**src/rtl/wildcard_star_matcher_assert.svh**
```systemverilog
// assertion macros for the wildcard star matcher
`ifndef WILDCARD_STAR_MATCHER_ASSERT_SVH
`define WILDCARD_STAR_MATCHER_ASSERT_SVH

// same-cycle implication, sampled on aclk, off during reset
`define WSM_ASSERT_NOW(label, ante, cons, msg) \
    label: assert property (@(posedge aclk) disable iff (!aresetn) (ante) |-> (cons)) \
        else $error(msg);

// next-cycle implication, sampled on aclk, off during reset
`define WSM_ASSERT_NEXT(label, ante, cons, msg) \
    label: assert property (@(posedge aclk) disable iff (!aresetn) (ante) |=> (cons)) \
        else $error(msg);

`endif

```
**src/rtl/wsm_pkg.sv**
```systemverilog
// shared types and constants for the wildcard star matcher
`default_nettype none

package wsm_pkg;

    localparam int MAX_PATTERN_DEF = 32;
    localparam logic [7:0] STAR_CHAR = 8'h2A;

    typedef enum logic [1:0] {
        ACT_CLEAR  = 2'd0,
        ACT_APPEND = 2'd1,
        ACT_NAME   = 2'd2,
        ACT_END    = 2'd3
    } wsm_action_t;

    // command broadcast to every cell for one accepted word
    typedef struct packed {
        logic       append;
        logic       consume;
        logic       rearm;
        logic       clear;
        logic [7:0] symbol;
    } wsm_cmd_t;

    // signals handed from one cell to its right neighbor
    typedef struct packed {
        logic filled;
        logic hand;
        logic carry;
    } wsm_link_t;

endpackage

`default_nettype wire

```
**src/rtl/wsm_cell.sv**
```systemverilog
// one pattern position: stored character, fill flag and prefix-active bit
`default_nettype none

module wsm_cell #(
    parameter logic ACT_RESET = 1'b0
) (
    input  wire                  aclk,
    input  wire                  aresetn,
    input  wire wsm_pkg::wsm_cmd_t  cmd,
    input  wire wsm_pkg::wsm_link_t link_in,
    output wsm_pkg::wsm_link_t      link_out,
    output logic                 act,
    output logic                 tap
);

    logic       valid_reg;
    logic       act_reg;
    logic [7:0] char_reg;
    logic       star_reg;

    logic wr;
    logic v_eff;
    logic v_use;
    logic star_eff;
    logic raw;
    logic act_next;

    // the write lands on the first empty cell
    assign wr       = cmd.append & link_in.filled & ~valid_reg;
    assign v_eff    = valid_reg | wr;
    assign v_use    = v_eff & ~cmd.clear;
    assign star_eff = wr ? (cmd.symbol == wsm_pkg::STAR_CHAR) : star_reg;

    // a star keeps its own prefix alive while consuming
    assign raw      = (cmd.consume & act_reg & star_eff & v_eff) | link_in.hand;
    assign act_next = raw | link_in.carry;

    assign link_out.carry  = act_next & star_eff & v_use;
    assign link_out.hand   = cmd.consume & act_reg & valid_reg &
                             (star_reg | (char_reg == cmd.symbol));
    assign link_out.filled = valid_reg;

    assign act = act_reg;
    assign tap = act_reg & link_in.filled & ~valid_reg;

    always_ff @(posedge aclk) begin
        if (!aresetn) begin
            valid_reg <= 1'b0;
            act_reg   <= ACT_RESET;
        end else begin
            if (cmd.clear) begin
                valid_reg <= 1'b0;
            end else if (wr) begin
                valid_reg <= 1'b1;
            end
            if (cmd.consume | cmd.rearm) begin
                act_reg <= act_next;
            end
        end
    end

    always_ff @(posedge aclk) begin
        if (wr) begin
            char_reg <= cmd.symbol;
            star_reg <= (cmd.symbol == wsm_pkg::STAR_CHAR);
        end
    end

endmodule

`default_nettype wire

```
**src/rtl/wildcard_star_matcher.sv**
```systemverilog
// top level of the streaming wildcard star matcher: cell chain and result register
//
//  channel | ports                                   | carries
//  --------+-----------------------------------------+------------------------------
//  s_      | s_valid s_ready s_action s_symbol       | pattern and name words in
//  m_      | m_valid m_ready m_matched               | one result word per
//          | m_pattern_overflow                      | end of name
//
// a new word can be accepted each cycle while s_ready is high
// the star closure ripples combinationally through the cell chain as each word is accepted
// reset empties the pattern and leaves only the empty prefix active
// s_ready drops only while a result waits and m_ready is low
// result appears the cycle after the end-of-name word is accepted
`default_nettype none

module wildcard_star_matcher #(
    parameter int MAX_PATTERN = wsm_pkg::MAX_PATTERN_DEF
) (
    input  wire        aclk,
    input  wire        aresetn,
    input  wire        s_valid,
    output logic       s_ready,
    input  wire [1:0]  s_action,
    input  wire [7:0]  s_symbol,
    output logic       m_valid,
    input  wire        m_ready,
    output logic       m_matched,
    output logic       m_pattern_overflow
);

    `include "wildcard_star_matcher_assert.svh"

    wsm_pkg::wsm_action_t action;
    wsm_pkg::wsm_cmd_t    cmd;
    wsm_pkg::wsm_link_t   links [MAX_PATTERN+1];

    logic [MAX_PATTERN:0] act_vec;
    logic [MAX_PATTERN:0] tap_vec;

    logic accept;
    logic out_free;
    logic hit;

    // final prefix bit: whole pattern consumed
    logic last_act_reg;
    logic last_act_next;
    logic ovf_reg;

    logic m_valid_reg;
    logic m_matched_reg;
    logic m_ovf_reg;

    assign out_free = ~m_valid_reg | m_ready;
    assign s_ready  = out_free;
    assign accept   = s_valid & s_ready;
    assign action   = wsm_pkg::wsm_action_t'(s_action);

    // decode the word into the broadcast command
    always_comb begin
        cmd.append  = 1'b0;
        cmd.consume = 1'b0;
        cmd.rearm   = 1'b0;
        cmd.clear   = 1'b0;
        cmd.symbol  = s_symbol;
        if (accept) begin
            unique case (action)
                wsm_pkg::ACT_CLEAR: begin
                    cmd.clear = 1'b1;
                    cmd.rearm = 1'b1;
                end
                wsm_pkg::ACT_APPEND: begin
                    cmd.append = 1'b1;
                    cmd.rearm  = 1'b1;
                end
                wsm_pkg::ACT_NAME: begin
                    cmd.consume = 1'b1;
                end
                wsm_pkg::ACT_END: begin
                    cmd.rearm = 1'b1;
                end
                default: begin
                    cmd.rearm = 1'b0;
                end
            endcase
        end
    end

    // head of the chain: always filled, seeds the empty prefix on rearm
    assign links[0].filled = 1'b1;
    assign links[0].hand   = cmd.rearm;
    assign links[0].carry  = 1'b0;

    for (genvar i = 0; i < MAX_PATTERN; i++) begin : g_cell
        wsm_cell #(
            .ACT_RESET ((i == 0) ? 1'b1 : 1'b0)
        ) u_cell (
            .aclk     (aclk),
            .aresetn  (aresetn),
            .cmd      (cmd),
            .link_in  (links[i]),
            .link_out (links[i+1]),
            .act      (act_vec[i]),
            .tap      (tap_vec[i])
        );
    end

    // tail position, active only when every cell is filled
    assign last_act_next      = links[MAX_PATTERN].hand | links[MAX_PATTERN].carry;
    assign act_vec[MAX_PATTERN] = last_act_reg;
    assign tap_vec[MAX_PATTERN] = last_act_reg & links[MAX_PATTERN].filled;

    // prefix active at exactly the pattern length
    assign hit = |tap_vec;

    always_ff @(posedge aclk) begin
        if (!aresetn) begin
            last_act_reg  <= 1'b0;
            ovf_reg       <= 1'b0;
            m_valid_reg   <= 1'b0;
        end else begin
            if (cmd.consume | cmd.rearm) begin
                last_act_reg <= last_act_next;
            end
            // append into a full store drops the char and flags it
            if (cmd.clear) begin
                ovf_reg <= 1'b0;
            end else if (cmd.append & links[MAX_PATTERN].filled) begin
                ovf_reg <= 1'b1;
            end
            if (accept && action == wsm_pkg::ACT_END) begin
                m_valid_reg <= 1'b1;
            end else if (m_ready) begin
                m_valid_reg <= 1'b0;
            end
        end
    end

    // result payload, loaded with the end-of-name word
    always_ff @(posedge aclk) begin
        if (accept && action == wsm_pkg::ACT_END) begin
            m_matched_reg <= hit & ~ovf_reg;
            m_ovf_reg     <= ovf_reg;
        end
    end

    assign m_valid            = m_valid_reg;
    assign m_matched          = m_matched_reg;
    assign m_pattern_overflow = m_ovf_reg;

    `WSM_ASSERT_NOW(a_ovf_no_match, m_valid && m_pattern_overflow, !m_matched,
        "overflow result reports a match")
    `WSM_ASSERT_NEXT(a_end_gives_result, s_valid && s_ready && s_action == wsm_pkg::ACT_END,
        m_valid, "end of name produced no result")
    `WSM_ASSERT_NEXT(a_clear_rearms, s_valid && s_ready && s_action == wsm_pkg::ACT_CLEAR,
        act_vec == (MAX_PATTERN+1)'(1) && !ovf_reg, "clear did not rearm")
    `WSM_ASSERT_NOW(a_one_end_tap, 1'b1, $onehot0(tap_vec),
        "more than one pattern end position")

endmodule

`default_nettype wire

```
**config.mk**
```make
export PLATFORM = sky130hd
export DESIGN_NAME = wildcard_star_matcher
export DESIGN_NICKNAME = d
export VERILOG_FILES = /design/src/rtl/wsm_pkg.sv /design/src/rtl/wsm_cell.sv /design/src/rtl/wildcard_star_matcher.sv
export VERILOG_INCLUDE_DIRS = /design/src /design/src/rtl
export SDC_FILE = /design/constraint.sdc
export NUM_CORES = 1
export LEC_CHECK = 0
export BUFFER_PORTS_ARGS = -buffer_cell sky130_fd_sc_hd__buf_2
export CAP_MARGIN = 30
export CORE_UTILIZATION = 43
export CTS_CLUSTER_DIAMETER = 50
export CTS_CLUSTER_SIZE = 12
export DETAILED_ROUTE_END_ITERATION = 8
export HOLD_SLACK_MARGIN = 0.15
export PLACE_DENSITY = 0.63
export SLEW_MARGIN = 5
export SYNTH_ARGS = -nofsm -noshare
export SYNTH_HDL_FRONTEND = slang
export SYNTH_SLANG_ARGS = --single-unit
```
**constraint.sdc**
```tcl
create_clock -name aclk -period 5.57 [get_ports aclk]
set_input_delay 1.3925 -clock aclk [delete_from_list [all_inputs] [get_ports aclk]]
set_output_delay 1.3925 -clock aclk [all_outputs]
set_load 0.05 [all_outputs]
```
# Yosys cells after proc, flatten, opt, wreduce, memory -nomap -nowiden
# Cells that the tools add are included.
# totals
regBits	357
latch_bits	0
ramBits	0
romBits	0
inputBits	14
output_inout_bits	4
elab_cells	766
mem_count	0
# op_classes
addsub	0
n_mul	0
div	0
magnitude_cmp	0
n_eq_ne	36
shift	0
muxes	39
bitwise_logic	552
reduce_logical	6
# op_table
operator	n
$and A1 B1 Y1	386
$eq A8 B8 Y1	32
$or A1 B1 Y1	130
$mux W1	38
$not A1 Y1	36
$reduce_or A33 Y1	1
$eq A8 B6 Y1 const B	1
$eq A2 B2 Y1 const B	2
$mux W4	1
$reduce_or A3 Y1	1
$eq A2 B1 Y1 const B	1
$logic_not A2 Y1	1
$reduce_bool A2 Y1	1
$reduce_or A2 Y1	1
$logic_and A1 B1 Y1	1

# Longest topological paths before layout
# logic_depth
depth_word	105
depth_mapped	15
depth_no_buf	12

# By module
# Synthesis repeated with hierarchy kept, for this count alone.
# hier_totals
hier_cells	1538
hier_area_um2	18614.1
# by_module_without_submodules
module	n_inst	cells_per_inst	area_each_um2	seq_area_each_um2
wsm_cell (g_cell[10].u_cell ...)	31	47	573.0	300.3
wsm_cell (g_cell[0].u_cell)	1	45	548.0	300.3
wildcard_star_matcher	1	36	301.5	120.1

# Worst setup path before layout
# Ideal clock, no wire load.
# synth_timing
kind	input-to-reg
startpoint	in s_action[1]
endpoint	reg last_act_reg
setup_ps	74
t_arrival_ps	3977
required_time_ps	5496
setup_slack_ps	1519
path_stages	10
n_path_buf	0
path_cell_list	nand2b_1 nor2_1 nand2_1 nor3_1 mux2i_1 or3_1 or2_2 o22ai_1 a31oi_2 a31oi_1
# synth_via
elab_cells_between_ends	459
classes_between	eq/ne: 3; mux: 37; bitwise: 417; reduce/logical: 2
# synth_rtl
item	line_no	text
from (decl)	wildcard_star_matcher.sv:23	input wire [1:0] s_action,
$eq A2 B1 Y1 *	wildcard_star_matcher.sv:66	unique case (action)
$mux W1 *	wildcard_star_matcher.sv:66	
$mux W4 *	wildcard_star_matcher.sv:65	if (accept) begin
$and A1 B1 Y1 * (2 in series)	wsm_cell.sv:29	assign wr = cmd.append & link_in.filled & ~valid_reg;
via g_cell[30].u_cell.wr	wsm_cell.sv:21	logic wr;
$mux W1	n/a	
$and A1 B1 Y1 (2 in series)	wsm_cell.sv:35	assign raw = (cmd.consume & act_reg & star_eff & v_eff) | link_in.hand;
$or A1 B1 Y1	wsm_cell.sv:35	
$or A1 B1 Y1	wsm_cell.sv:36	assign act_next = raw | link_in.carry;
$and A1 B1 Y1	wsm_cell.sv:38	assign link_out.carry = act_next & star_eff & v_use;
$and A1 B1 Y1 *	wsm_cell.sv:38	
$or A1 B1 Y1 *	wsm_cell.sv:36	
$and A1 B1 Y1 * (2 in series)	wsm_cell.sv:38	
$or A1 B1 Y1 *	wildcard_star_matcher.sv:108	assign last_act_next = links[MAX_PATTERN].hand | links[MAX_PATTERN].carry;
to (signal assigned)	wildcard_star_matcher.sv:122	last_act_reg <= last_act_next;
to (decl)	wildcard_star_matcher.sv:45	logic last_act_reg;
# The timed path passes the listed nets; every way through them passes the cells marked *.
# A chain may end at the register's enable or synchronous reset.

# Final worst setup path
# layout_timing
startpoint	in s_symbol[0]
endpoint	reg g_cell[25].u_cell.act_reg
# layout_via
elab_chain_cells	80
elab_cells_between_ends	255
classes_between	eq/ne: 26; mux: 26; bitwise: 203
# layout_lines
item	line_no	text
from (decl)	wildcard_star_matcher.sv:24	input wire [7:0] s_symbol,
$eq A8 B6 Y1	wsm_cell.sv:32	assign star_eff = wr ? (cmd.symbol == wsm_pkg::STAR_CHAR) : star_reg;
$mux W1	wsm_cell.sv:32	
$and A1 B1 Y1 (2 in series)	wsm_cell.sv:35	
$or A1 B1 Y1	wsm_cell.sv:35	
$and A1 B1 Y1 (2 in series)	wsm_cell.sv:38	
$or A1 B1 Y1	wsm_cell.sv:36	
$and A1 B1 Y1 (2 in series)	wsm_cell.sv:38	
$or A1 B1 Y1	wsm_cell.sv:36	
(+57 left out)	n/a	
$and A1 B1 Y1 (2 in series)	wsm_cell.sv:38	
$or A1 B1 Y1	wsm_cell.sv:36	
$and A1 B1 Y1 (2 in series)	wsm_cell.sv:38	
$or A1 B1 Y1	wsm_cell.sv:36	
$and A1 B1 Y1 (2 in series)	wsm_cell.sv:38	
$or A1 B1 Y1	wsm_cell.sv:36	
$and A1 B1 Y1 (2 in series)	wsm_cell.sv:38	
$or A1 B1 Y1 *	wsm_cell.sv:36	
to (signal assigned)	wsm_cell.sv:57	act_reg <= act_next;
to (decl)	wsm_cell.sv:17	logic act_reg;
# Every way passes the cells marked *; elsewhere a longest branch is shown, timed or not.

==> impl_results.rst <==
.. list-table::
   :header-rows: 1

   * - Metric
     - Value
   * - Synth Area in Adders
     - 0%
   * - Global-route usage over all layers
     - 18.7%
   * - Number of distinct library cell variants in the gate-level netlist after synthesis
     - 71
   * - Slowest Stage Delay on Critical Path
     - approximately 750 ps
   * - Crit path DAT
     - 4840 ps
   * - Number of buffers inserted during clock tree synthesis
     - 40
   * - Number of synthesis warnings
     - 0
   * - Part of the total power dissipated in combinational logic
     - 4.4%
   * - Multiplexer fraction of the synthesized cell area
     - 2.22%
   * - Height of the die
     - a little under 200 um
   * - Cell depth of the worst flop-to-flop path
     - 11
   * - Pwr dens
     - 309 nW/um2
   * - Floorplan core area
     - about 37000 um2
   * - Worst-path maximum fanout
     - 32
   * - Worst-path cell with the longest stage delay
     - sky130_fd_sc_hd__and4b_2
   * - Mean cell area of the mapped netlist
     - 12.1 um2
   * - Setup Fix Bufs, Post-CTS
     - 0
   * - Starting Density
     - about 44%
   * - Fillers
     - approximately 3300
   * - Proportion of layout cells with a drive suffix above 1
     - 10.5%
   * - Port Buf Inserts
     - 17
   * - Netlist Area Pre-Place
     - 16100 um2
   * - Source-to-sink clock delay at the later pin of the worst-skew pair
     - 550 ps
   * - Most area-hungry cell type in the Yosys netlist
     - sky130_fd_sc_hd__edfxtp_1
   * - Row Count
     - 70
   * - Clock skew
     - 26.3 ps
   * - Utilization of the core after routing
     - 49.0%
   * - Final number of setup-violating endpoints
     - 0
   * - First-pass DRT Iterations
     - 6
   * - Critical Path, Cell by Cell
     - buf_4 -> nor4bb_1 -> and4b_2 -> a32oi_1 -> nor3_1 -> nand2_1 -> o211ai_1 -> nor4_1 -> o31ai_2 -> a21oi_2 -> o31ai_1 -> and2_1
   * - Count of max-cap constraint violations
     - 0
   * - Total I/O pin count
     - 18
   * - Total negative slack
     - 0 ps
   * - Run status
     - finished clean
   * - Xor and xnor area share after synthesis
     - 13.9%
   * - H-tree lvl count
     - 2
   * - Dominant combinational cell family by area after synthesis
     - XOR/XNOR gates
   * - Crit path required time
     - 6040 ps
   * - Part of the Yosys area used for sequential elements
     - around 60%
   * - Clk network pwr share
     - between 40 and 50%
   * - Number of failing hold endpoints at the final stage
     - 0
   * - Number of buffers on the longest clock path
     - 3
   * - Part of the power in registers
     - 51.2%
   * - Summed area of non-filler cells in the final layout
     - 18000 um2
   * - Vias in the first global route
     - 10100
   * - Floorplan die width
     - a little under 200 um
   * - Class of the tightest hold or removal check
     - reg2reg
   * - TritonCTS clock tree
     - yes
   * - Worst setup EP type
     - flip-flop
   * - Iteration-0 DRC Markers
     - 900
   * - Drt wl/cell
     - 19.1 um
   * - Hold-fix buffers, CTS
     - 0
   * - Post-route clock period utilization
     - roughly four fifths
   * - Number of cells produced by synthesis
     - 1330
   * - Initial antenna violation count
     - 0
   * - Fraction of power spent switching nets
     - 22.1%
   * - Half-perimeter wire length after detailed placement
     - around 23000 um
   * - Clock transition time at the flip-flop clock pins of the worst setup and hold paths
     - 60 ps
   * - Wirelength, routed
     - between 30000 and 40000 um
   * - Relative max-transition margin
     - about 44%
   * - Floorplan die area
     - 38300 um2
   * - Total cell area at the placement stage
     - about 17000 um2
   * - Actual transition at the worst max-transition pin
     - 831 ps
   * - Max VDD drop
     - 0.279 mV
   * - Post-route non-filler standard cell count
     - 1852
   * - Internal portion of total power
     - 4340 uW
   * - Hold Path Depth
     - 2
   * - LEAKAGE
     - 0.00602 uW
   * - Type of the worst setup path
     - in2reg
   * - Post-synthesis share of cell area spent on and, or, nand and nor gates
     - 9.98%
   * - Most frequently used cell type in the post-synthesis netlist
     - sky130_fd_sc_hd__edfxtp_1
   * - RSZ-0062 raised after global routing
     - false
   * - Clock root buffer
     - sky130_fd_sc_hd__clkbuf_16
   * - Clock sink count
     - 357
   * - Switch Pwr
     - 1230 uW
   * - Mean number of vias per cell
     - 5.64
   * - Flip-flop count of the largest register after layout
     - 256
   * - Synth area leaders
     - sky130_fd_sc_hd__edfxtp_1 (48%), sky130_fd_sc_hd__xor2_1 (12%), sky130_fd_sc_hd__dfxtp_1 (12%), sky130_fd_sc_hd__a21oi_1 (2.8%), sky130_fd_sc_hd__nor4_1 (2.2%)
   * - Total DRC errors in the routed layout
     - 0
   * - Primary FF master, synth
     - sky130_fd_sc_hd__edfxtp_1
   * - Async set-reset flop share out of synthesis
     - 0%
   * - Number of vias after detailed routing
     - between 10000 and 15000
   * - EDFF count, synth
     - 258
   * - Minimum period implied by the final worst setup slack
     - 4360 ps
   * - Total of flip-flops plus latches after synthesis
     - 357
   * - Number of resized instances in the post-cts repair step
     - 0
   * - Syn Nets
     - approximately 1300
   * - Fin nets
     - 1366
   * - Complex-gate fraction of the synthesized area
     - 10.5%
   * - Inst Count DP
     - about 1800
   * - Commonest cells in the netlist
     - sky130_fd_sc_hd__edfxtp_1 (258), sky130_fd_sc_hd__xor2_1 (229), sky130_fd_sc_hd__dfxtp_1 (99)
   * - Area share of the largest cell type after synthesis
     - 48.0%
   * - Pin count of the biggest net entering global routing
     - 69
   * - GPL Wtd Cong
     - 0.930
   * - Worst hold slack after final layout
     - 488 ps
   * - Element type at the critical path start
     - input pin
   * - Final ANT Viol Nets
     - 0
   * - Wire length of the first global-routing pass
     - about 56000 um
   * - Total gr overflow
     - 0
   * - Area grow syn2layout
     - 11.7%
   * - # diodes
     - 0
   * - Max Transition Viols Final
     - 0
   * - Max Clk Rate
     - 229 MHz
cell families (layout without fill, tap and decap cells):
group                     count (synthesis)  after routing
AOI/OAI and AO/OA                       253            253
xor gates and xnor gates                256            256
buffers and inverters                   103            157
DFF                                     357            357
muxes                                    32             32
and+or+nand+nor                         329            329
final timing paths:
path | slack, ps | from | endpoint
worst max register to register | 2050 | m_valid$_SDFFE_PN0P_ | g_cell[20].u_cell.act$_SDFFE_PN0P_
worst min register to register | 490 | g_cell[30].u_cell.act$_SDFFE_PN0P_ | g_cell[30].u_cell.act$_SDFFE_PN0P_
worst max-delay path | 1210 | s_symbol[0] | g_cell[25].u_cell.act$_SDFFE_PN0P_
worst min-delay path | 490 | g_cell[30].u_cell.act$_SDFFE_PN0P_ | g_cell[30].u_cell.act$_SDFFE_PN0P_
layout make-up:
type,count,area [um2],area share (%)
Clock buffer,60,1090,6.02
Inverter,37,139,0.770
Clock inverter,14,145,0.805
Multi-Input combinational cell,870,5920,32.8
Sequential cell,357,9730,53.9
Tap cell,468,586,3.25
Timing Repair Buffer,46,430,2.39
per-stage QoR:
| stage | worst slack (ps) | power [uW] |
|---|---|---|
| finish | 1210 | 5570 |
| global route | 949 | 5740 |
| CTS | 1240 | 5630 |
| detailed placement | 698 | 3150 |
| global placement | 768 | 3150 |
| floorplan | 1520 | 3060 |
cells in the final DEF, fill, tap and decap left out, types with 6 or more instances in the layout:
cell type,Yosys,final
sky130_fd_sc_hd__and2_1,16,16
sky130_fd_sc_hd__o21ai_0,23,23
sky130_fd_sc_hd__clkbuf_16,0,40
sky130_fd_sc_hd__a31oi_1,17,17
sky130_fd_sc_hd__buf_2,22,9
sky130_fd_sc_hd__edfxtp_1,258,258
sky130_fd_sc_hd__nor2_1,75,75
sky130_fd_sc_hd__clkbuf_1,23,19
sky130_fd_sc_hd__buf_4,15,29
sky130_fd_sc_hd__inv_1,36,36
sky130_fd_sc_hd__a21oi_1,89,89
sky130_fd_sc_hd__nor2b_1,19,19
sky130_fd_sc_hd__xnor2_1,27,27
sky130_fd_sc_hd__dfxtp_1,99,99
sky130_fd_sc_hd__nand2_1,91,91
sky130_fd_sc_hd__buf_12,0,7
sky130_fd_sc_hd__mux2_2,31,31
sky130_fd_sc_hd__nor3_1,15,15
sky130_fd_sc_hd__a32oi_1,20,20
sky130_fd_sc_hd__xor2_1,229,229
sky130_fd_sc_hd__o22ai_1,13,13
sky130_fd_sc_hd__nor4_1,57,57
sky130_fd_sc_hd__nand3_1,22,22
sky130_fd_sc_hd__a22oi_1,20,20
sky130_fd_sc_hd__nand4_1,8,8
sky130_fd_sc_hd__and3_1,7,7
sky130_fd_sc_hd__nand2b_1,7,7
sky130_fd_sc_hd__a32o_1,7,7
sky130_fd_sc_hd__a211oi_1,6,6
critical path, delay by kind of cell:
kind,cells,cell delay [ps]
buffers and inverters,1,250
AO/OA/AOI/OAI,5,1380
AND/OR/NAND/NOR,6,1790
metal layers:
metal / up-vias / global-route usage, % / wire length (um)
met3: 84 / 2.41 / 1790
met4: 0 / 6.57 / 1070
li1: 4931 / - / -
met1: 5131 / 26.5 / 16600
met5: - / 0 / 0
met2: 301 / 29.6 / 15900
power by group through the flow:
stage	registers, uW	logic [uW]	clock network, uW
2_1_floorplan	2910	149	0
3_3_place_gp	2910	240	0
3_5_place_dp	2910	244	0
4_1_cts	2850	245	2540
5_1_grt	2850	266	2630
6_report	2850	243	2480
No activity file was read; power rests on OpenSTA's default activity.
